===== config.mk =====
export PLATFORM = sky130hd
export DESIGN_NAME = periodic_task_dispatch_table
export DESIGN_NICKNAME = d
export VERILOG_FILES = /design/src/ptdt_pkg.sv /design/src/ptdt_front.sv /design/src/ptdt_queue.sv /design/src/ptdt_back.sv /design/src/periodic_task_dispatch_table.sv
export VERILOG_INCLUDE_DIRS = /design/src /design/src/src
export SDC_FILE = /design/constraint.sdc
export NUM_CORES = 1
export LEC_CHECK = 0
export BUFFER_PORTS_ARGS = -buffer_cell sky130_fd_sc_hd__buf_4
export CORE_MARGIN = 10
export CORE_UTILIZATION = 44
export DETAILED_ROUTE_END_ITERATION = 7
export PLACE_DENSITY = 0.6
export RECOVER_POWER = 100
export SLEW_MARGIN = 5
export SYNTH_ARGS = -nofsm -noshare
export SYNTH_HDL_FRONTEND = slang
export SYNTH_SLANG_ARGS = --single-unit

===== constraint.sdc =====
create_clock -name clk -period 7.1 [get_ports clk]
set_clock_uncertainty 0.15 [all_clocks]
set_input_delay 1.065 -clock clk [delete_from_list [all_inputs] [get_ports clk]]
set_output_delay 1.065 -clock clk [all_outputs]
set_load 0.05 [all_outputs]

===== src/periodic_task_dispatch_table_assert.svh =====
// Assertion macros used by the task dispatch table back end.
`ifndef PERIODIC_TASK_DISPATCH_TABLE_ASSERT_SVH
`define PERIODIC_TASK_DISPATCH_TABLE_ASSERT_SVH
`ifndef NO_ASSERTIONS
// Same-cycle implication, disabled while reset is asserted.
`define PTDT_ASSERT_IMPL(label, clk, rst_n, ante, cons) \
  label: assert property (@(posedge clk) disable iff (!rst_n) (ante) |-> (cons)) \
    else $error("ptdt assertion failed");
// Next-cycle implication, disabled while reset is asserted.
`define PTDT_ASSERT_NEXT(label, clk, rst_n, ante, cons) \
  label: assert property (@(posedge clk) disable iff (!rst_n) (ante) |=> (cons)) \
    else $error("ptdt assertion failed");
`else
`define PTDT_ASSERT_IMPL(label, clk, rst_n, ante, cons)
`define PTDT_ASSERT_NEXT(label, clk, rst_n, ante, cons)
`endif
`endif


===== src/ptdt_pkg.sv =====
// Shared constants, codes and types of the periodic task dispatch table.
`timescale 1ns / 1ps
package ptdt_pkg;

  // Table size and the most run results one dispatch request may give.
  localparam int NUM_TASKS   = 8;
  localparam int MAX_RESULTS = 8;

  // Field widths of the request and result channels.
  localparam int CMD_W    = 2;
  localparam int SLOT_W   = 6;
  localparam int HANDLE_W = 8;
  localparam int TIME_W   = 16;
  localparam int PEND_W   = 8;
  localparam int STATUS_W = 3;

  // Derived widths.
  localparam int IDX_W  = (NUM_TASKS > 1) ? $clog2(NUM_TASKS) : 1;
  localparam int RUN_W  = $clog2(MAX_RESULTS + 1);
  localparam int QUEUE_DEPTH = 2;
  localparam int QPTR_W = (QUEUE_DEPTH > 1) ? $clog2(QUEUE_DEPTH) : 1;

  localparam logic [IDX_W-1:0]  LAST_IDX = IDX_W'(NUM_TASKS - 1);
  localparam logic [PEND_W-1:0] PEND_MAX = '1;

  // Command codes of a request.
  typedef enum logic [CMD_W-1:0] {
    OP_ADD  = 2'd0,
    OP_DEL  = 2'd1,
    OP_TICK = 2'd2,
    OP_DISP = 2'd3
  } op_t;

  // Status codes of a result.
  typedef enum logic [STATUS_W-1:0] {
    ST_ADDED   = 3'd0,
    ST_FULL    = 3'd1,
    ST_DELETED = 3'd2,
    ST_DELERR  = 3'd3,
    ST_TICK    = 3'd4,
    ST_RUN     = 3'd5,
    ST_NONE    = 3'd6
  } status_t;

  // A classified request as it waits in the queue.
  typedef struct packed {
    op_t                 op;
    logic                slot_ok;
    logic [SLOT_W-1:0]   slot;
    logic [IDX_W-1:0]    addr;
    logic [HANDLE_W-1:0] task_handle;
    logic [TIME_W-1:0]   first_delay;
    logic [TIME_W-1:0]   run_period;
  } cmd_t;

  // One slot of the task table memory.
  typedef struct packed {
    logic [HANDLE_W-1:0] handle;
    logic [TIME_W-1:0]   countdown;
    logic [TIME_W-1:0]   period;
    logic [PEND_W-1:0]   pending;
  } entry_t;

endpackage


===== src/ptdt_front.sv =====
// Front end: takes requests and classifies them for the command queue.
`timescale 1ns / 1ps
module ptdt_front import ptdt_pkg::*; (
  input  logic                in_valid,
  output logic                in_stall,
  input  logic [CMD_W-1:0]    in_cmd,
  input  logic [SLOT_W-1:0]   in_slot,
  input  logic [HANDLE_W-1:0] in_task_handle,
  input  logic [TIME_W-1:0]   in_first_delay,
  input  logic [TIME_W-1:0]   in_run_period,
  input  logic                q_full,
  output logic                q_push,
  output cmd_t                q_data
);

  logic slot_ok;
  op_t  op;

  // A request is taken whenever the queue has room.
  assign in_stall = q_full;
  assign q_push   = in_valid && !q_full;

  // Decode the command and check the slot index against the table size.
  assign op      = op_t'(in_cmd);
  assign slot_ok = ({1'b0, in_slot} < (SLOT_W + 1)'(NUM_TASKS));

  // Delete of an in-range slot starts at that slot; every other request starts at slot zero.
  always_comb begin
    q_data             = '0;
    q_data.op          = op;
    q_data.slot_ok     = slot_ok;
    q_data.slot        = in_slot;
    q_data.task_handle = in_task_handle;
    q_data.first_delay = in_first_delay;
    q_data.run_period  = in_run_period;
    if (op == OP_DEL && slot_ok) begin
      q_data.addr = in_slot[IDX_W-1:0];
    end else begin
      q_data.addr = '0;
    end
  end

endmodule


===== src/ptdt_queue.sv =====
// Short command queue between the front end and the table sequencer.
`timescale 1ns / 1ps
module ptdt_queue import ptdt_pkg::*; (
  input  logic clk,
  input  logic rst_n,
  input  logic push,
  input  cmd_t push_data,
  output logic full,
  input  logic pop,
  output cmd_t pop_data,
  output logic empty
);

  cmd_t              fifo_r [QUEUE_DEPTH];
  logic [QPTR_W-1:0] wr_ptr_r, wr_ptr_nxt;
  logic [QPTR_W-1:0] rd_ptr_r, rd_ptr_nxt;
  logic [QPTR_W:0]   count_r, count_nxt;

  assign full     = (count_r == (QPTR_W + 1)'(QUEUE_DEPTH));
  assign empty    = (count_r == '0);
  assign pop_data = fifo_r[rd_ptr_r];

  // Pointer and fill count updates with wrap at the queue depth.
  always_comb begin
    wr_ptr_nxt = wr_ptr_r;
    rd_ptr_nxt = rd_ptr_r;
    count_nxt  = count_r;
    if (push) begin
      wr_ptr_nxt = (wr_ptr_r == QPTR_W'(QUEUE_DEPTH - 1)) ? '0 : wr_ptr_r + 1'b1;
    end
    if (pop) begin
      rd_ptr_nxt = (rd_ptr_r == QPTR_W'(QUEUE_DEPTH - 1)) ? '0 : rd_ptr_r + 1'b1;
    end
    if (push && !pop) begin
      count_nxt = count_r + 1'b1;
    end else if (pop && !push) begin
      count_nxt = count_r - 1'b1;
    end
  end

  always_ff @(posedge clk) begin
    if (!rst_n) begin
      wr_ptr_r <= '0;
      rd_ptr_r <= '0;
      count_r  <= '0;
    end else begin
      wr_ptr_r <= wr_ptr_nxt;
      rd_ptr_r <= rd_ptr_nxt;
      count_r  <= count_nxt;
    end
  end

  // Entry storage needs no reset; the fill count guards it.
  always_ff @(posedge clk) begin
    if (push) begin
      fifo_r[wr_ptr_r] <= push_data;
    end
  end

endmodule


===== src/ptdt_back.sv =====
// Back end: slot table and the sequencer that carries out each request.
`timescale 1ns / 1ps
`include "periodic_task_dispatch_table_assert.svh"
module ptdt_back import ptdt_pkg::*; (
  input  logic                clk,
  input  logic                rst_n,
  input  logic                q_empty,
  output logic                q_pop,
  input  cmd_t                q_data,
  output logic                out_valid,
  input  logic                out_stall,
  output logic [STATUS_W-1:0] out_status,
  output logic [SLOT_W-1:0]   out_result_slot,
  output logic [HANDLE_W-1:0] out_result_handle,
  output logic                out_last
);

  typedef enum logic [1:0] {
    S_IDLE,
    S_LOAD,
    S_SCAN,
    S_FLUSH
  } state_t;

  state_t              state_r, state_nxt;
  cmd_t                cmd_r, cmd_nxt;
  logic [IDX_W-1:0]    proc_idx_r, proc_idx_nxt;
  logic [IDX_W-1:0]    rd_addr;
  logic [NUM_TASKS-1:0] valid_r, valid_nxt;
  logic                hold_vld_r, hold_vld_nxt;
  logic [IDX_W-1:0]    hold_idx_r, hold_idx_nxt;
  logic [HANDLE_W-1:0] hold_handle_r, hold_handle_nxt;
  logic [RUN_W-1:0]    run_cnt_r, run_cnt_nxt;

  entry_t              slot_mem_r [NUM_TASKS];
  entry_t              rdata_r;
  logic                mem_we;
  entry_t              mem_wdata;

  logic                out_vld_r;
  status_t             out_status_r;
  logic [SLOT_W-1:0]   out_slot_r;
  logic [HANDLE_W-1:0] out_handle_r;
  logic                out_last_r;

  logic                emit_vld;
  status_t             emit_status;
  logic [SLOT_W-1:0]   emit_slot;
  logic [HANDLE_W-1:0] emit_handle;
  logic                emit_last;
  logic                out_free;
  logic                out_load;
  logic                stall;

  logic                cur_valid;
  logic                slot_ready;
  logic                at_last;

  assign cur_valid  = valid_r[proc_idx_r];
  assign slot_ready = cur_valid && (rdata_r.pending != '0);
  assign at_last    = (proc_idx_r == LAST_IDX);

  // Result selection for the current cycle of the sequencer.
  always_comb begin
    emit_vld    = 1'b0;
    emit_status = ST_TICK;
    emit_slot   = '0;
    emit_handle = '0;
    emit_last   = 1'b1;
    case (state_r)
      S_SCAN: begin
        case (cmd_r.op)
          OP_ADD: begin
            if (!cur_valid) begin
              emit_vld    = 1'b1;
              emit_status = ST_ADDED;
              emit_slot   = SLOT_W'(proc_idx_r);
              emit_handle = cmd_r.task_handle;
            end else if (at_last) begin
              emit_vld    = 1'b1;
              emit_status = ST_FULL;
            end
          end
          OP_DEL: begin
            emit_vld  = 1'b1;
            emit_slot = cmd_r.slot;
            if (cmd_r.slot_ok && cur_valid) begin
              emit_status = ST_DELETED;
              emit_handle = rdata_r.handle;
            end else begin
              emit_status = ST_DELERR;
            end
          end
          OP_TICK: begin
            if (at_last) begin
              emit_vld    = 1'b1;
              emit_status = ST_TICK;
            end
          end
          OP_DISP: begin
            // A held run goes out once a later one shows it was not the last.
            if (slot_ready && hold_vld_r) begin
              emit_vld    = 1'b1;
              emit_status = ST_RUN;
              emit_slot   = SLOT_W'(hold_idx_r);
              emit_handle = hold_handle_r;
              emit_last   = 1'b0;
            end
          end
          default: begin
          end
        endcase
      end
      S_FLUSH: begin
        emit_vld = 1'b1;
        if (hold_vld_r) begin
          emit_status = ST_RUN;
          emit_slot   = SLOT_W'(hold_idx_r);
          emit_handle = hold_handle_r;
        end else begin
          emit_status = ST_NONE;
        end
      end
      default: begin
      end
    endcase
  end

  // The sequencer holds still while a result cannot enter the output register.
  assign out_free = !out_vld_r || !out_stall;
  assign out_load = emit_vld && out_free;
  assign stall    = emit_vld && !out_free;

  // Next-state logic: one slot is visited per cycle during a scan unless a stall holds the scan.
  always_comb begin
    state_nxt       = state_r;
    cmd_nxt         = cmd_r;
    proc_idx_nxt    = proc_idx_r;
    valid_nxt       = valid_r;
    hold_vld_nxt    = hold_vld_r;
    hold_idx_nxt    = hold_idx_r;
    hold_handle_nxt = hold_handle_r;
    run_cnt_nxt     = run_cnt_r;
    q_pop           = 1'b0;
    rd_addr         = proc_idx_r;
    mem_we          = 1'b0;
    mem_wdata       = rdata_r;
    case (state_r)
      S_IDLE: begin
        if (!q_empty) begin
          q_pop        = 1'b1;
          cmd_nxt      = q_data;
          run_cnt_nxt  = '0;
          hold_vld_nxt = 1'b0;
          state_nxt    = S_LOAD;
        end
      end
      S_LOAD: begin
        // Fetch the first slot of the request.
        rd_addr      = cmd_r.addr;
        proc_idx_nxt = cmd_r.addr;
        state_nxt    = S_SCAN;
      end
      S_SCAN: begin
        if (!stall) begin
          case (cmd_r.op)
            OP_ADD: begin
              if (!cur_valid) begin
                mem_we                = 1'b1;
                mem_wdata.handle      = cmd_r.task_handle;
                mem_wdata.countdown   = cmd_r.first_delay;
                mem_wdata.period      = cmd_r.run_period;
                mem_wdata.pending     = '0;
                valid_nxt[proc_idx_r] = 1'b1;
                state_nxt             = S_IDLE;
              end else if (at_last) begin
                state_nxt = S_IDLE;
              end else begin
                proc_idx_nxt = proc_idx_r + 1'b1;
              end
            end
            OP_DEL: begin
              if (cmd_r.slot_ok && cur_valid) begin
                valid_nxt[proc_idx_r] = 1'b0;
              end
              state_nxt = S_IDLE;
            end
            OP_TICK: begin
              if (cur_valid) begin
                mem_we = 1'b1;
                if (rdata_r.countdown == '0) begin
                  if (rdata_r.pending != PEND_MAX) begin
                    mem_wdata.pending = rdata_r.pending + 1'b1;
                  end
                  if (rdata_r.period != '0) begin
                    mem_wdata.countdown = rdata_r.period;
                  end
                end else begin
                  mem_wdata.countdown = rdata_r.countdown - 1'b1;
                end
              end
              if (at_last) begin
                state_nxt = S_IDLE;
              end else begin
                proc_idx_nxt = proc_idx_r + 1'b1;
              end
            end
            OP_DISP: begin
              if (slot_ready) begin
                hold_vld_nxt      = 1'b1;
                hold_idx_nxt      = proc_idx_r;
                hold_handle_nxt   = rdata_r.handle;
                run_cnt_nxt       = run_cnt_r + 1'b1;
                mem_we            = 1'b1;
                mem_wdata.pending = rdata_r.pending - 1'b1;
                // A one-shot task leaves the table once it has run.
                if (rdata_r.period == '0) begin
                  valid_nxt[proc_idx_r] = 1'b0;
                end
              end
              if (at_last || (slot_ready && run_cnt_r == RUN_W'(MAX_RESULTS - 1))) begin
                state_nxt = S_FLUSH;
              end else begin
                proc_idx_nxt = proc_idx_r + 1'b1;
              end
            end
            default: begin
              state_nxt = S_IDLE;
            end
          endcase
        end
        rd_addr = proc_idx_nxt;
      end
      S_FLUSH: begin
        if (!stall) begin
          hold_vld_nxt = 1'b0;
          state_nxt    = S_IDLE;
        end
      end
      default: begin
        state_nxt = S_IDLE;
      end
    endcase
  end

  // State, control and the output register.
  always_ff @(posedge clk) begin
    if (!rst_n) begin
      state_r    <= S_IDLE;
      valid_r    <= '0;
      hold_vld_r <= 1'b0;
      run_cnt_r  <= '0;
      out_vld_r  <= 1'b0;
    end else begin
      state_r    <= state_nxt;
      valid_r    <= valid_nxt;
      hold_vld_r <= hold_vld_nxt;
      run_cnt_r  <= run_cnt_nxt;
      if (out_load) begin
        out_vld_r <= 1'b1;
      end else if (!out_stall) begin
        out_vld_r <= 1'b0;
      end
    end
    cmd_r         <= cmd_nxt;
    proc_idx_r    <= proc_idx_nxt;
    hold_idx_r    <= hold_idx_nxt;
    hold_handle_r <= hold_handle_nxt;
    if (out_load) begin
      out_status_r <= emit_status;
      out_slot_r   <= emit_slot;
      out_handle_r <= emit_handle;
      out_last_r   <= emit_last;
    end
  end

  // Slot table memory: one write and one registered read per cycle.
  always_ff @(posedge clk) begin
    if (mem_we) begin
      slot_mem_r[proc_idx_r] <= mem_wdata;
    end
    rdata_r <= slot_mem_r[rd_addr];
  end

  assign out_valid         = out_vld_r;
  assign out_status        = out_status_r;
  assign out_result_slot   = out_slot_r;
  assign out_result_handle = out_handle_r;
  assign out_last          = out_last_r;

  // The final run of a dispatch empties the hold register.
  `PTDT_ASSERT_NEXT(a_flush_clears_hold, clk, rst_n, (state_r == S_FLUSH) && !stall, !hold_vld_r)
  // A held run implies a counted run within the result limit.
  `PTDT_ASSERT_IMPL(a_run_cap, clk, rst_n, hold_vld_r, (run_cnt_r != '0) && (run_cnt_r <= RUN_W'(MAX_RESULTS)))
  // Runs are held only while a dispatch request is in progress.
  `PTDT_ASSERT_IMPL(a_hold_in_dispatch, clk, rst_n, hold_vld_r, (cmd_r.op == OP_DISP) && ((state_r == S_SCAN) || (state_r == S_FLUSH)))
  // A blocked scan neither moves on nor changes the table.
  `PTDT_ASSERT_NEXT(a_stall_freezes_scan, clk, rst_n, (state_r == S_SCAN) && stall, (state_r == S_SCAN) && $stable(proc_idx_r) && $stable(valid_r))

endmodule


===== src/periodic_task_dispatch_table.sv =====
// Top level of the periodic task dispatch table.
//
//   Channel   Direction  Handshake             Payload
//   in_       request    in_valid / in_stall   cmd, slot, task_handle, first_delay,
//                                              run_period
//   out_      result     out_valid / out_stall status, result_slot, result_handle, last
//
// A request waits in a two-entry command queue, so the input side keeps taking
// requests while the sequencer works. After a load step the sequencer visits one
// slot per cycle: delete only its own slot, add up to the first free slot, tick
// every slot, dispatch every slot and then a flush step (less when the result
// limit ends the scan early). Reset is synchronous and clears the valid bits,
// the queue and the output register; slot memory contents need no clearing.
// out_stall freezes the scan on the slot that wants to give a result.
`timescale 1ns / 1ps
module periodic_task_dispatch_table import ptdt_pkg::*; (
  input  logic                clk,
  input  logic                rst_n,
  input  logic                in_valid,
  output logic                in_stall,
  input  logic [CMD_W-1:0]    in_cmd,
  input  logic [SLOT_W-1:0]   in_slot,
  input  logic [HANDLE_W-1:0] in_task_handle,
  input  logic [TIME_W-1:0]   in_first_delay,
  input  logic [TIME_W-1:0]   in_run_period,
  output logic                out_valid,
  input  logic                out_stall,
  output logic [STATUS_W-1:0] out_status,
  output logic [SLOT_W-1:0]   out_result_slot,
  output logic [HANDLE_W-1:0] out_result_handle,
  output logic                out_last
);

  logic q_full;
  logic q_push;
  cmd_t q_push_data;
  logic q_pop;
  cmd_t q_pop_data;
  logic q_empty;

  // Request intake and classification.
  ptdt_front u_front (
    .in_valid       (in_valid),
    .in_stall       (in_stall),
    .in_cmd         (in_cmd),
    .in_slot        (in_slot),
    .in_task_handle (in_task_handle),
    .in_first_delay (in_first_delay),
    .in_run_period  (in_run_period),
    .q_full         (q_full),
    .q_push         (q_push),
    .q_data         (q_push_data)
  );

  // Command queue.
  ptdt_queue u_queue (
    .clk       (clk),
    .rst_n     (rst_n),
    .push      (q_push),
    .push_data (q_push_data),
    .full      (q_full),
    .pop       (q_pop),
    .pop_data  (q_pop_data),
    .empty     (q_empty)
  );

  // Slot table and sequencer.
  ptdt_back u_back (
    .clk               (clk),
    .rst_n             (rst_n),
    .q_empty           (q_empty),
    .q_pop             (q_pop),
    .q_data            (q_pop_data),
    .out_valid         (out_valid),
    .out_stall         (out_stall),
    .out_status        (out_status),
    .out_result_slot   (out_result_slot),
    .out_result_handle (out_result_handle),
    .out_last          (out_last)
  );

endmodule

== Word level (Yosys, flattened, before mapping) ==
Memory sizes are Yosys's and may differ from the RTL's. A register that Yosys moved wholly into a read port is not among the register bits.
Index checks and enable logic that the tools add are counted.
Cells by class
  add/subtract/negate cells: 9
  multiply operators: 0
  div/mod/pow operators: 0
  order comparisons: 3
  eq/ne operators: 22
  shifts and indexed selects: 0
  multiplexer cells: 91
  bitwise gates (word level): 5
  reductions and logical operators: 37
Operator list (count)
  $mux 48: 3
  $mux 8: 13
  $pmux 8 s3: 3
  $mux 16: 4
  $logic_not 16->1: 2
  $pmux 16 s2: 1
  $mux 3: 10
  $mux 1: 28
  $mux 2: 9
  $pmux 6 s3: 1
  $mux 4: 4
  $pmux 2 s4: 2
  $pmux 8 s2: 1
  $reduce_bool 16->1: 1
  $sub 16x1->16 const B: 1
  $ne 2x1->1 const B: 6
  $pmux 3 s2: 2
  $pmux 3 s4: 1
  $pmux 6 s2: 1
  $logic_and 1x1->1: 11
  $eq 2x2->1 const B: 5
  $pmux 3 s3: 1
  $add 8x1->8 const B: 1
  $and 8x8->8: 1
  other kinds (35): 55
Word-level totals
  flip-flop bits (word level): 52
  latch bits: 0
  RAM bits: 488
  bits in read-only memories: 0
  input bits: 52
  output and inout port bits: 20
  word-level logic and storage cells: 184
  memories: 2
Memories
  u_back.slot_mem_r: words 8, bits a word 48, read ports 1, clocked after memory_dff 1, write ports 1, line ptdt_back.sv:35  | entry_t slot_mem_r [NUM_TASKS];
  u_queue.fifo_r: words 2, bits a word 52, read ports 1, clocked after memory_dff 1, write ports 1, line ptdt_queue.sv:14  | cmd_t fifo_r [QUEUE_DEPTH];

== Depth between registers and ports, before layout ==
Gate-level depths: netlist of run 1.
  word-level depth: 12
  mapped depth: 15
  mapped depth without buffers: 12

== Modules after synthesis ==
A second synthesis of run 1 with hierarchy kept.
Unflattened totals
  cell total of the unflattened synthesis: 1635
  area total of the unflattened synthesis: 26437.9 µm²
Modules (own cells, without submodules)
  ptdt_back: instances 1, cells each 1395, area an instance 22044.9 µm², seq. area each 15304.7 µm²
  ptdt_queue: instances 1, cells each 184, area an instance 3970.1 µm², seq. area each 3223.1 µm²
  ptdt_front: instances 1, cells each 56, area an instance 422.9 µm², seq. area each 0.0 µm²

== Worst setup path before layout of run 1 ==
Ideal clock, no wire load.
  kind: register to register
  from: reg u_back.proc_idx_r[0]
  to: mem u_back.slot_mem_r[0][0] (netlist bit), enable pin
  library setup time: 0.513 ns
  arrival: 5.501 ns
  required time: 6.437 ns
  slack: 0.936 ns
  stages on the path, launching flop included: 11
  buffers on the path: 3
  clock period less this slack: 6.164 ns
  path through: dfxtp_1 -> buf_6 -> mux2_4 -> a222oi_1 -> buf_4 -> a21oi_2 -> o21ai_0 -> o21a_1 -> clkbuf_1 -> o211ai_1 -> nor3_1
Between the ends
  longest elaborated chain between the ends: 12
  elaborated cells between the ends (all ways): 19
  those cells by class: eq/ne: 1; mux: 15; reduce/logical: 3
RTL lines
  start, declared: line ptdt_back.sv:27  | logic [IDX_W-1:0] proc_idx_r, proc_idx_nxt;
  start signal, assigned: line ptdt_back.sv:266  | proc_idx_r <= proc_idx_nxt;
  $bmux 1 s3: line ptdt_back.sv:59  | assign cur_valid = valid_r[proc_idx_r];
  $mux 1 (not written as such): line ptdt_back.sv:59
  $logic_and 1x1->1: line ptdt_back.sv:60  | assign slot_ready = cur_valid && (rdata_r.pending != '0);
  $logic_and 1x1->1: line ptdt_back.sv:102  | if (slot_ready && hold_vld_r) begin
  $mux 1: line ptdt_back.sv:102
  $pmux 1 s4: line ptdt_back.sv:72  | case (cmd_r.op)
  $pmux 1 s2: line ptdt_back.sv:70  | case (state_r)
  $logic_and 1x1->1: line ptdt_back.sv:132  | assign stall = emit_vld && !out_free;
  $mux 1: line ptdt_back.sv:165  | if (!stall) begin
  $mux 1: line ptdt_back.sv:148  | case (state_r)
  $mux 1: line ptdt_back.sv:279  | if (mem_we) begin
  $mux 1 (not written as such): line ptdt_back.sv:280  | slot_mem_r[proc_idx_r] <= mem_wdata;
  end, declared: line ptdt_back.sv:35
Several ways; a longest one is shown, not always the timed one. The select of a mux whose other input is x is not followed.

== Final worst setup path of run 1 ==
  from: reg u_back.proc_idx_r[0]
  to: reg, netlist name u_back.rdata_r[7]
Between the ends
  longest elaborated chain between the ends: 10
  elaborated cells between the ends (all ways): 20
  those cells by class: add/sub: 1; eq/ne: 1; mux: 13; reduce/logical: 5
RTL lines (line)
  $bmux 1 s3: ptdt_back.sv:59
  $mux 1 (not written as such): ptdt_back.sv:59
  $logic_and 1x1->1: ptdt_back.sv:60
  $logic_and 1x1->1: ptdt_back.sv:102
  $mux 1: ptdt_back.sv:102
  $pmux 1 s4: ptdt_back.sv:72
  $pmux 1 s2: ptdt_back.sv:70
  $logic_and 1x1->1: ptdt_back.sv:132
  $mux 3 (*): ptdt_back.sv:165
  $pmux 3 s2 (*): ptdt_back.sv:148
  named net u_back.proc_idx_nxt[1]: ptdt_back.sv:27
Mark *: on every way through the listed nets, which the timed path passes. The rest lies on a longest branch. The select of a mux whose other input is x is not followed.
A chain may end at the register's enable or synchronous reset.

==> results.py, run 1 <==
metrics = {
    "outcome": {
        "status": "finished, violations left",
        "failed_checks": "capacitance limit, slew limit",
    },
    "synthesis": {
        "synth_nets": 1734,
        "synth_area_mm2": 0.0256,
        "post_synth.cell_area_avg_um2": 15.3,
        "cell_type_with_the_largest_total_area_after_synthesis": "edfxtp_1",
        "synth.top_cells.by_area": "edfxtp_1 (67%), dfxtp_1 (5.6%), mux2i_1 (4.0%)",
        "synth.ff_latch_count": 640,
        "yosys_most_used_dff": "edfxtp_1",
        "netlist_instances": 1668,
        "synth_top_area_frac": 0.668,
        "yosys_warnings": 0,
        "ys_async_sr_fraction": 0,
        "synth_cell_type_count": 68,
        "sequential_to_total_area_share_from_yosys_stat": 0.723,
        "number_of_flops_mapped_to_enable_cells_by_yosys": 569,
    },
    "clock_network": {
        "cts.path.max_buffers": 3,
        "cts_tree": "done",
        "cts_hold_buffers": 0,
        "cts-resized-gates": 0,
        "cell_at_the_root_of_the_clock_tree": "clkbuf_16",
        "clock_sinks": 640,
        "cts-buffers-inserted": 67,
        "htree_levels": 3,
        "clk_pin_slew_ns": 0.06,
        "post-cts-setup-buffer-count": 0,
        "clk-insertion-delay-late_ns": 0.60,
    },
    "routing": {
        "drt_iter0_drc": 1242,
        "detail_route.wl_per_cell_um": 22.9,
        "firstDrtPassIters": 5,
        "routed_wl_um": 58800,
        "ant_nets": 0,
        "dr_total_vias": 14500,
        "drcViolationCount": 0,
        "avgViaCountPerCell": 5.66,
    },
    "cells_and_area": {
        "drive_gt1_frac": 0.122,
        "stdcell_count": 2568,
        "regArea_mm2": 0.0185,
        "antennaDiodeCount": 0,
        "fin_util": 0.500,
        "nFillCells": 4857,
        "most-common-layout-cells": "edfxtp_1 (569), nand2_1 (163), mux2i_1 (101), a211oi_1 (94), dfxtp_1 (71)",
        "layout.nets": 1815,
        "mostFrequentLayoutCell": "edfxtp_1",
        "area_growth_syn_to_layout_pct": 12.7,
        "multi_input_comb_area_mm2": 0.00647,
    },
    "global_route": {
        "number_of_antenna_violations_at_the_first_check_in_global_routing": 0,
        "grt_start_max_net_pins": 106,
        "first_global_vias": 14600,
        "global_route.usage.total": 0.172,
        "grt_first_pass_wirelength_um": 89500,
        "globalRouteOverflowTotal": 0,
    },
    "hold_path": {
        "hp-class": "flop to flop",
        "holdPathEnd": "u_back.hold_handle_r[4]",
        "worstHoldPathCells": 0,
        "hp-start": "u_back.rdata_r[44]",
    },
    "floorplan": {
        "ioPinCount": 72,
        "die_x_um": 261,
        "core.rowCount": 88,
        "area_enclosed_by_the_die_boundary_mm2": 0.0682,
        "fp.dieH_um": 261,
        "core_region_area_mm2": 0.0577,
        "initial_core_util": 0.444,
    },
    "power_and_ir_drop": {
        "vdd_drop_max_v": 0.000281,
        "power-per-cell-area_mw_per_mm2": 413,
        "p_leak_nw": 9.86,
    },
    "sta": {
        "setup_tns_ns": 0,
        "finalWorstPathRequiredPeriod_ns": 6.27,
        "setup_repair_after_global_routing_missed_its_margin": "false",
        "timing.max_slew.rel_slack": -1.22,
        "fin_crit_sh": 0.883,
        "tightestPinTransition_ns": 3.33,
        "final_hold_viol_count": 0,
        "max_freq_ghz": 0.160,
        "setup_viol": 0,
        "slew_viol_final": 237,
    },
    "place": {
        "portBuffers": 71,
        "detailed_place_hpwl_um": 34200,
        "gpl.final_weighted_congestion": 0.927,
        "place_inst": 2445,
    },
    "critical_path": {
        "internal_reg_to_reg_setup_slack_ns": 0.83,
        "critical_path_peak_fanout": 35,
        "startpoint_type": "flop",
        "worst_setup_path_startpoint": "u_back.proc_idx_r[0]",
        "timing.critical_path.required_ns": 7.38,
        "critical_path.reg2reg.endpoint": "u_back.rdata_r[7]",
        "reg2reg_depth": 10,
        "worstReg2RegStart": "u_back.proc_idx_r[0]",
        "timing.critical_path.arrival_ns": 6.55,
        "cp-end-kind": "flop",
        "worst-setup-path-type": "flop to flop",
    },
    "flow_run": {
        "cap_viol_max_count": 6,
    },
}
where the power goes:
group          internal (mW)  total (mW)  switching (mW)
combinational          0.965        2.90            1.94
sequential              5.08        5.50           0.419
clock                   2.11        3.53            1.42
total                   8.15        11.9            3.78
worst max-delay path by stage:
stage | cells past startpoint | endpoint | slack (ns)
6_report | 10 | u_back.rdata_r[7] | 0.83
5_1_grt | 8 | u_back.slot_mem_r[1][11] | 0.53
4_1_cts | 11 | u_back.rdata_r[18] | 1.43
3_5_place_dp | 11 | u_back.rdata_r[18] | 1.42
3_3_place_gp | 11 | u_back.rdata_r[24] | 1.53
2_1_floorplan | 10 | u_back.slot_mem_r[0][0] | 0.94
cells by family after synthesis:
kind of cell / Yosys count / synth area share
compound gates: 344 / 0.103
xor+xnor: 6 / 0.00205
fa+ha+maj: 14 / 0.00685
buf+inv: 112 / 0.0209
flops: 640 / 0.723
mux: 183 / 0.0757
simple gates: 369 / 0.0679
through the flow:
stage                     hold slack, ns  setup WS (ns)  area, um^2  total power [mW]
after floorplan                    0.274          0.936       25600              7.55
after global placement             0.293           1.53       27000              8.51
after detailed placement           0.298           1.42       27000              8.58
after CTS                          0.313           1.43       29200              12.1
after global routing               0.332          0.530       28800              12.5
final                              0.315          0.832       28800              11.9
cell usage after synthesis (all sizes together), types with 6 or more instances:
| master | n |
|---|---|
| a211oi | 103 |
| a21oi | 52 |
| a22oi | 15 |
| a311oi | 8 |
| a31oi | 6 |
| a32o | 53 |
| and2 | 55 |
| and3 | 9 |
| buf | 41 |
| clkbuf | 48 |
| dfxtp | 71 |
| edfxtp | 569 |
| ha | 14 |
| inv | 21 |
| mux2 | 82 |
| mux2i | 101 |
| nand2 | 163 |
| nand3 | 17 |
| nor2 | 55 |
| nor3 | 27 |
| nor4 | 9 |
| o211ai | 6 |
| o21ai | 65 |
| o31ai | 8 |
| or3 | 11 |
sequential cells by signal (all words and copies together), names as in the netlist, 4 cells and up, named ones only:
name,count
u_back.hold_handle_r,8
u_back.rdata_r,48
u_back.run_cnt_r,4
u_queue.fifo_r,104
u_back.out_result_handle,8
u_back.out_result_slot,6
u_back.slot_mem_r,384
u_back.cmd_r,52
final cells by class:
cell class | count | share of cell area
multi-input combinational | 916 | 0.224
sequential | 640 | 0.642
clock inverter | 31 | 0.0130
clock buffer | 92 | 0.0645
tap | 765 | 0.0332
timing repair buffer | 101 | 0.0205
inverter | 23 | 0.00304
layer usage:
metal | wire [um] | up-vias | global-route usage
met2 | 27500 | 411 | 0.274
met3 | 3200 | 100 | 0.0287
met4 | 1330 | 0 | 0.0536
li1 | - | 6701 | -
met5 | 0 | - | 0
met1 | 26800 | 7327 | 0.238
worst max-delay path: stages, from the launching register on:
cell,delay [ns]
dfxtp_1,0.64
mux2_1,0.37
a222oi_1,0.97
a21oi_1,0.29
o221a_1,0.35
or2_4,0.27
o21ai_0,0.85
nor2b_1,1.16
buf_4,0.67
a32o_1,0.29
a211oi_1,0.06
No activity file was read; power rests on OpenSTA's default activity.
==> inputs of run 2 (changes only) <==
- CORE_MARGIN: 10 -> 8
==> run 2 against run 1 <==
Net effect:
- the run still ends with capacitance limit, slew limit left
- final area grew 0.81%
- fmax grew 4.6%
- power increased by 2.5%
- clock power rose by 6.2%
- sequential share of layout area is 0.52 points lower
- cell count grew 0.27%
- non-clock buffer count is 8 higher
- sequential power about the same
- sequential cell count did not move
- utilization grew 0.50 points
- worst setup slack better by 0.28 ns
==> results.py, run 2 (synthesized netlist as in run 1, its figures left out) <==
metrics = {
    "place": {
        "detailed_place_hpwl_um": 34500,
        "portBuffers": 71,
        "gpl.final_weighted_congestion": 0.938,
        "place_inst": 2453,
    },
    "sta": {
        "tightestPinTransition_ns": 3.52,
        "setup_repair_after_global_routing_missed_its_margin": "false",
        "max_freq_ghz": 0.167,
        "finalWorstPathRequiredPeriod_ns": 5.99,
        "fin_crit_sh": 0.844,
        "setup_viol": 0,
        "slew_viol_final": 370,
        "fin_hold_ws_ns": 0.306,
        "timing.max_slew.rel_slack": -1.34,
        "final_hold_viol_count": 0,
        "setup_tns_ns": 0,
    },
    "clock_network": {
        "clock_sinks": 640,
        "cts.path.max_buffers": 3,
        "cts-buffers-inserted": 67,
        "clk-insertion-delay-late_ns": 0.60,
        "post-cts-setup-buffer-count": 0,
        "clk_pin_slew_ns": 0.06,
        "cell_at_the_root_of_the_clock_tree": "clkbuf_16",
        "cts-resized-gates": 0,
        "htree_levels": 3,
        "cts_hold_buffers": 0,
        "cts_tree": "done",
    },
    "floorplan": {
        "ioPinCount": 72,
        "initial_core_util": 0.444,
        "area_enclosed_by_the_die_boundary_mm2": 0.0661,
        "fp.dieH_um": 257,
        "core.rowCount": 88,
        "core_region_area_mm2": 0.0576,
        "die_x_um": 257,
    },
    "critical_path": {
        "worst_path_max_delay_cell": "nor2_2",
        "cells_along_the_critical_path": "mux2_1 > a222oi_1 > a21oi_1 > o21ai_0 > o21a_1 > o211ai_1 > nor2_2 > clkbuf_1",
        "reg2reg_depth": 8,
        "timing.critical_path.arrival_ns": 6.07,
        "critical-path-max-stage-delay_ns": 1.50,
        "cp-end-kind": "flop",
        "timing.critical_path.required_ns": 7.17,
        "worst-setup-path-type": "flop to flop",
        "critical_path_peak_fanout": 24,
        "internal_reg_to_reg_setup_slack_ns": 1.11,
        "startpoint_type": "flop",
        "critical_path.reg2reg.endpoint": "u_back.slot_mem_r[3][19]",
        "worstReg2RegStart": "u_back.proc_idx_r[0]",
    },
    "cells_and_area": {
        "mostFrequentLayoutCell": "edfxtp_1",
        "antennaDiodeCount": 0,
        "registers.top_by_ff_count": "u_back.slot_mem_r",
        "layout.nets": 1823,
        "stdcell_count": 2575,
        "area_growth_syn_to_layout_pct": 13.6,
        "most-common-layout-cells": "edfxtp_1 (569), nand2_1 (163), mux2i_1 (101), a211oi_1 (84), dfxtp_1 (71)",
        "drive_gt1_frac": 0.134,
        "reg_top3": "u_back.slot_mem_r (384), u_queue.fifo_r (104), u_back.cmd_r (52)",
        "number_of_flip_flops_under_the_largest_register_name": 384,
    },
    "routing": {
        "drt_iter0_drc": 1188,
        "avgViaCountPerCell": 5.69,
        "ant_nets": 0,
        "drcViolationCount": 0,
        "routed_wl_um": 58500,
        "detail_route.wl_per_cell_um": 22.7,
        "dr_total_vias": 14700,
        "firstDrtPassIters": 5,
    },
    "hold_path": {
        "hp-start": "u_back.rdata_r[46]",
        "holdPathEnd": "u_back.hold_handle_r[6]",
        "worstHoldPathCells": 0,
        "hp-class": "flop to flop",
    },
    "outcome": {
        "status": "finished, violations left",
        "failed_checks": "capacitance limit, slew limit",
    },
    "global_route": {
        "global_route.usage.total": 0.172,
        "number_of_antenna_violations_at_the_first_check_in_global_routing": 0,
        "first_global_vias": 14400,
        "grt_start_max_net_pins": 115,
        "grt_first_pass_wirelength_um": 88500,
        "globalRouteOverflowTotal": 0,
    },
    "flow_run": {
        "cap_viol_max_count": 11,
    },
    "power_and_ir_drop": {
        "total_power_mw": 12.2,
        "vdd_drop_max_v": 0.000279,
        "p_leak_nw": 9.95,
        "power-per-cell-area_mw_per_mm2": 420,
    },
}
==> run 2: cell types whose count changed in the layout (fill, tap and decap cells not counted), moves of 2 or more <==
cell and delta:
a211oi_1 -10, a211oi_2 +10, and2_0 +10, and2_1 -10, bufinv_16 +7, clkbuf_1 +5
mux2_1 -5, mux2_2 +5, buf_4 +3, nor2_2 +3, clkbuf_2 -2, clkinv_1 -2
clkinvlp_4 -2, nor2_1 -2
==> run 2: routing by layer <==
| metal | GRT usage | part of all wire |
|---|---|---|
| met5 | 0 | 0 |
| met4 | 0.0515 | 0.019 |
| met3 | 0.0297 | 0.067 |
| met2 | 0.271 | 0.46 |
| met1 | 0.244 | 0.45 |
==> run 2: cell type report <==
| cell class | instances | area [um^2] |
|---|---|---|
| clock buffer | 87 | 1820 |
| clock inverter | 35 | 572 |
| fill | 4815 | 28500 |
| inverter | 23 | 87.6 |
| multi-input combinational | 916 | 6530 |
| sequential | 640 | 18500 |
| tap | 765 | 957 |
| timing repair buffer | 109 | 611 |
==> run 2: per-stage QoR <==
stage | utilization | instance area (um^2) | worst slack (ns)
after global routing | 0.505 | 29100 | 0.764
after CTS | 0.511 | 29400 | 1.75
final | 0.505 | 29100 | 1.11
after floorplan | - | 25600 | 0.936
after global placement | 0.469 | 27000 | 1.87
after detailed placement | 0.469 | 27000 | 1.78
==> run 2: worst max-delay path by stage <==
stage / from / endpoint / cells past startpoint
global placement: u_back.proc_idx_r[0] / u_back.rdata_r[25] / 11
floorplan: u_back.proc_idx_r[0] / u_back.slot_mem_r[0][0] / 10
finish: u_back.proc_idx_r[0] / u_back.slot_mem_r[3][19] / 8
detailed placement: u_back.proc_idx_r[0] / u_back.rdata_r[25] / 11
CTS: u_back.proc_idx_r[0] / u_back.rdata_r[25] / 11
global route: u_back.proc_idx_r[0] / u_back.slot_mem_r[3][11] / 8
==> run 2: power breakdown <==
part | internal (mW) | switching, mW | leakage, nW
clock network | 2.34 | 1.41 | 1.17
logic | 0.991 | 1.99 | 3.01
registers | 5.08 | 0.410 | 5.76
total | 8.41 | 3.81 | 9.95
==> run 2: critical path: cells and delay by family, from the launching register on <==
family / cells / cell delay (ns)
buffers and inverters: 1 / 0.70
and+or+nand+nor: 1 / 1.50
DFF: 1 / 0.63
AOI/OAI and AO/OA: 5 / 2.27
muxes: 1 / 0.37
==> inputs of run 3 (changes only) <==
- ABC_AREA: default -> 1
- clock period: 7.1 -> 5.9 ns (I/O delays scaled with it)
==> run 3 against run 2 <==
Net effect:
- largest power group is now combinational logic
- die area is 2.9% higher
- synthesized area is 3.1% higher
- critical path type unchanged
- critical path depth up 10
- worst setup slack lost 0.075 ns
- largest cell class unchanged
- utilization shrank 0.50 points
- the flow still finishes with violations (capacitance limit, slew limit)
==> results.py, run 3 <==
metrics = {
    "place": {
        "gpl.final_weighted_congestion": 0.912,
        "post_dp_cell_area_mm2": 0.0277,
        "portBuffers": 71,
        "detailed_place_hpwl_um": 37100,
    },
    "clock_network": {
        "cts-resized-gates": 0,
        "cts.path.max_buffers": 3,
        "cts_tree": "done",
        "cell_at_the_root_of_the_clock_tree": "clkbuf_16",
        "cts_hold_buffers": 0,
        "post-cts-setup-buffer-count": 0,
        "clk_pin_slew_ns": 0.06,
        "cts-buffers-inserted": 68,
        "clock_sinks": 640,
        "clk-insertion-delay-late_ns": 0.61,
        "htree_levels": 3,
    },
    "cells_and_area": {
        "layout.nets": 2406,
        "nFillCells": 5094,
        "antennaDiodeCount": 0,
        "multi_input_comb_area_mm2": 0.00679,
        "mostFrequentLayoutCell": "edfxtp_1",
        "area_growth_syn_to_layout_pct": 12.1,
        "number_of_flip_flops_under_the_largest_register_name": 384,
        "registers.top_by_ff_count": "u_back.slot_mem_r",
        "fin_area_mm2": 0.0296,
        "reg_top3": "u_back.slot_mem_r (384), u_queue.fifo_r (104), u_back.cmd_r (52)",
        "most-common-layout-cells": "edfxtp_1 (569), nand3_1 (546), nand2_1 (523), inv_1 (108), o21ai_0 (92)",
        "fin_util": 0.500,
        "regArea_mm2": 0.0185,
        "drive_gt1_frac": 0.0769,
    },
    "routing": {
        "drcViolationCount": 0,
        "wl_met2_um": 30300,
        "ant_nets": 0,
        "routed_wl_um": 64700,
        "highest-signal-layer": "met4",
        "dr_total_vias": 17700,
        "avgViaCountPerCell": 5.60,
        "firstDrtPassIters": 7,
        "wirelength_met1_um": 28900,
        "detail_route.wl_per_cell_um": 20.4,
        "drt_iter0_drc": 1306,
        "wire_length_on_met3_um": 4300,
    },
    "power_and_ir_drop": {
        "p_int_mw": 10.7,
        "comb_power_share": 0.406,
        "p_sw_frac": 0.416,
        "sequentialPowerShare": 0.369,
        "power.net_switching_mw": 7.61,
        "power-per-cell-area_mw_per_mm2": 618,
        "vdd_drop_max_v": 0.000553,
        "total_power_mw": 18.3,
        "share_clk_of_total_power": 0.226,
        "p_leak_nw": 10.8,
    },
    "synthesis": {
        "number_of_flops_mapped_to_enable_cells_by_yosys": 569,
        "synth_top_area_frac": 0.648,
        "ys_async_sr_fraction": 0,
        "synth_cell_type_count": 47,
        "netlist_instances": 2295,
        "cell_type_with_the_largest_total_area_after_synthesis": "edfxtp_1",
        "yosys_warnings": 0,
        "synth.ff_latch_count": 640,
        "post_synth.cell_area_avg_um2": 11.5,
        "sequential_to_total_area_share_from_yosys_stat": 0.702,
        "synth_nets": 2361,
        "synth_area_mm2": 0.0264,
        "yosys.cell_count.top_type": "edfxtp_1",
        "most_frequent_cells_after_synthesis": "edfxtp_1 (569), nand3_1 (546), nand2_1 (520)",
        "synth.top_cells.by_area": "edfxtp_1 (65%), nand3_1 (10%), nand2_1 (7.4%)",
        "yosys_most_used_dff": "edfxtp_1",
    },
    "global_route": {
        "number_of_antenna_violations_at_the_first_check_in_global_routing": 0,
        "globalRouteOverflowTotal": 0,
        "grt_first_pass_wirelength_um": 98900,
        "global_route.usage.total": 0.187,
        "first_global_vias": 16800,
        "grt_start_max_net_pins": 193,
    },
    "critical_path": {
        "timing.critical_path.arrival_ns": 4.93,
        "cp-end-kind": "flop",
        "timing.critical_path.required_ns": 5.96,
        "worst-setup-path-type": "flop to flop",
        "critical_path_peak_fanout": 47,
        "startpoint_type": "flop",
    },
    "sta": {
        "final_hold_viol_count": 0,
        "setup_viol": 0,
        "setup_tns_ns": 0,
        "fin_crit_sh": 0.825,
        "max_freq_ghz": 0.205,
        "finalWorstPathRequiredPeriod_ns": 4.87,
        "slew_viol_final": 271,
        "tightestPinTransition_ns": 3.24,
        "setup_repair_after_global_routing_missed_its_margin": "false",
        "timing.max_slew.rel_slack": -1.16,
    },
    "outcome": {
        "status": "finished, violations left",
        "failed_checks": "capacitance limit, slew limit",
    },
    "floorplan": {
        "die_x_um": 261,
        "core.rowCount": 89,
        "core_region_area_mm2": 0.0591,
        "area_enclosed_by_the_die_boundary_mm2": 0.0680,
        "initial_core_util": 0.446,
        "ioPinCount": 72,
        "fp.dieH_um": 261,
    },
    "flow_run": {
        "cap_viol_max_count": 6,
    },
    "hold_path": {
        "hp-class": "flop to flop",
    },
}
## run 3: final timing paths
check	start	end	slack, ns	cells past startpoint
worst max register to register	u_back.proc_idx_r[0]	u_back.slot_mem_r[4][21]	1.03	18
worst max-delay path	u_back.proc_idx_r[0]	u_back.slot_mem_r[4][21]	1.03	18
worst min register to register	flop	flop	0.30	2
worst min-delay path	flop	flop	0.30	2
## run 3: kinds of logic (layout without fill, tap and decap cells)
group / after synthesis / in the layout / synth area share
compound gates: 197 / 197 / 0.0418
xor+xnor: 11 / 11 / 0.00365
fa+ha+maj: 14 / 14 / 0.00664
buf+inv: 243 / 342 / 0.0405
flops: 640 / 640 / 0.702
mux: 16 / 16 / 0.00683
simple gates: 1174 / 1174 / 0.199
## run 3: area by class of cell
cell class	instances	area share
clock buffers	92	0.0644
clock inverters	32	0.00918
inverters	114	0.0145
multi-input cells	1412	0.230
flip-flops and latches	640	0.626
well taps	773	0.0327
repair buffers	104	0.0236
## run 3: power by group through the flow
stage / clock network, mW / registers, mW / logic [mW]
3_3_place_gp: 0 / 6.78 / 7.38
4_1_cts: 4.20 / 6.70 / 7.52
6_report: 4.12 / 6.74 / 7.42
3_5_place_dp: 0 / 6.79 / 7.48
2_1_floorplan: 0 / 6.62 / 5.46
5_1_grt: 4.39 / 6.79 / 8.23
## run 3: worst max-delay path, stage by stage, from the launching register on
cell and delay, ns:
dfxtp_1 0.77, inv_1 0.41, nand2_1 0.17, nand3_1 0.07
nand2_1 0.13, inv_2 0.05, nand2_4 0.29, nand3_1 0.12
nand2_1 0.10, inv_2 0.04, nand2_1 0.07, nand2_1 0.10
nand2_4 0.12, nand2_1 0.14, inv_1 0.23, o31ai_1 0.11
buf_4 0.18, nor3_1 0.31, clkbuf_4 0.89
## run 3: per-stage QoR
step	worst slack (ns)	hold WS [ns]	instances
after floorplan	0.0864	0.274	2295
after global placement	1.51	0.292	3043
after detailed placement	1.38	0.288	3043
after CTS	1.39	0.282	3167
after global routing	0.621	0.316	3167
final	1.03	0.295	3167
## run 3: per-layer routing
| layer | vias up | GRT usage |
|---|---|---|
| met5 | - | 0 |
| met4 | 0 | 0.0584 |
| met3 | 90 | 0.0301 |
| met2 | 667 | 0.299 |
| met1 | 8709 | 0.262 |
| li1 | 8283 | - |
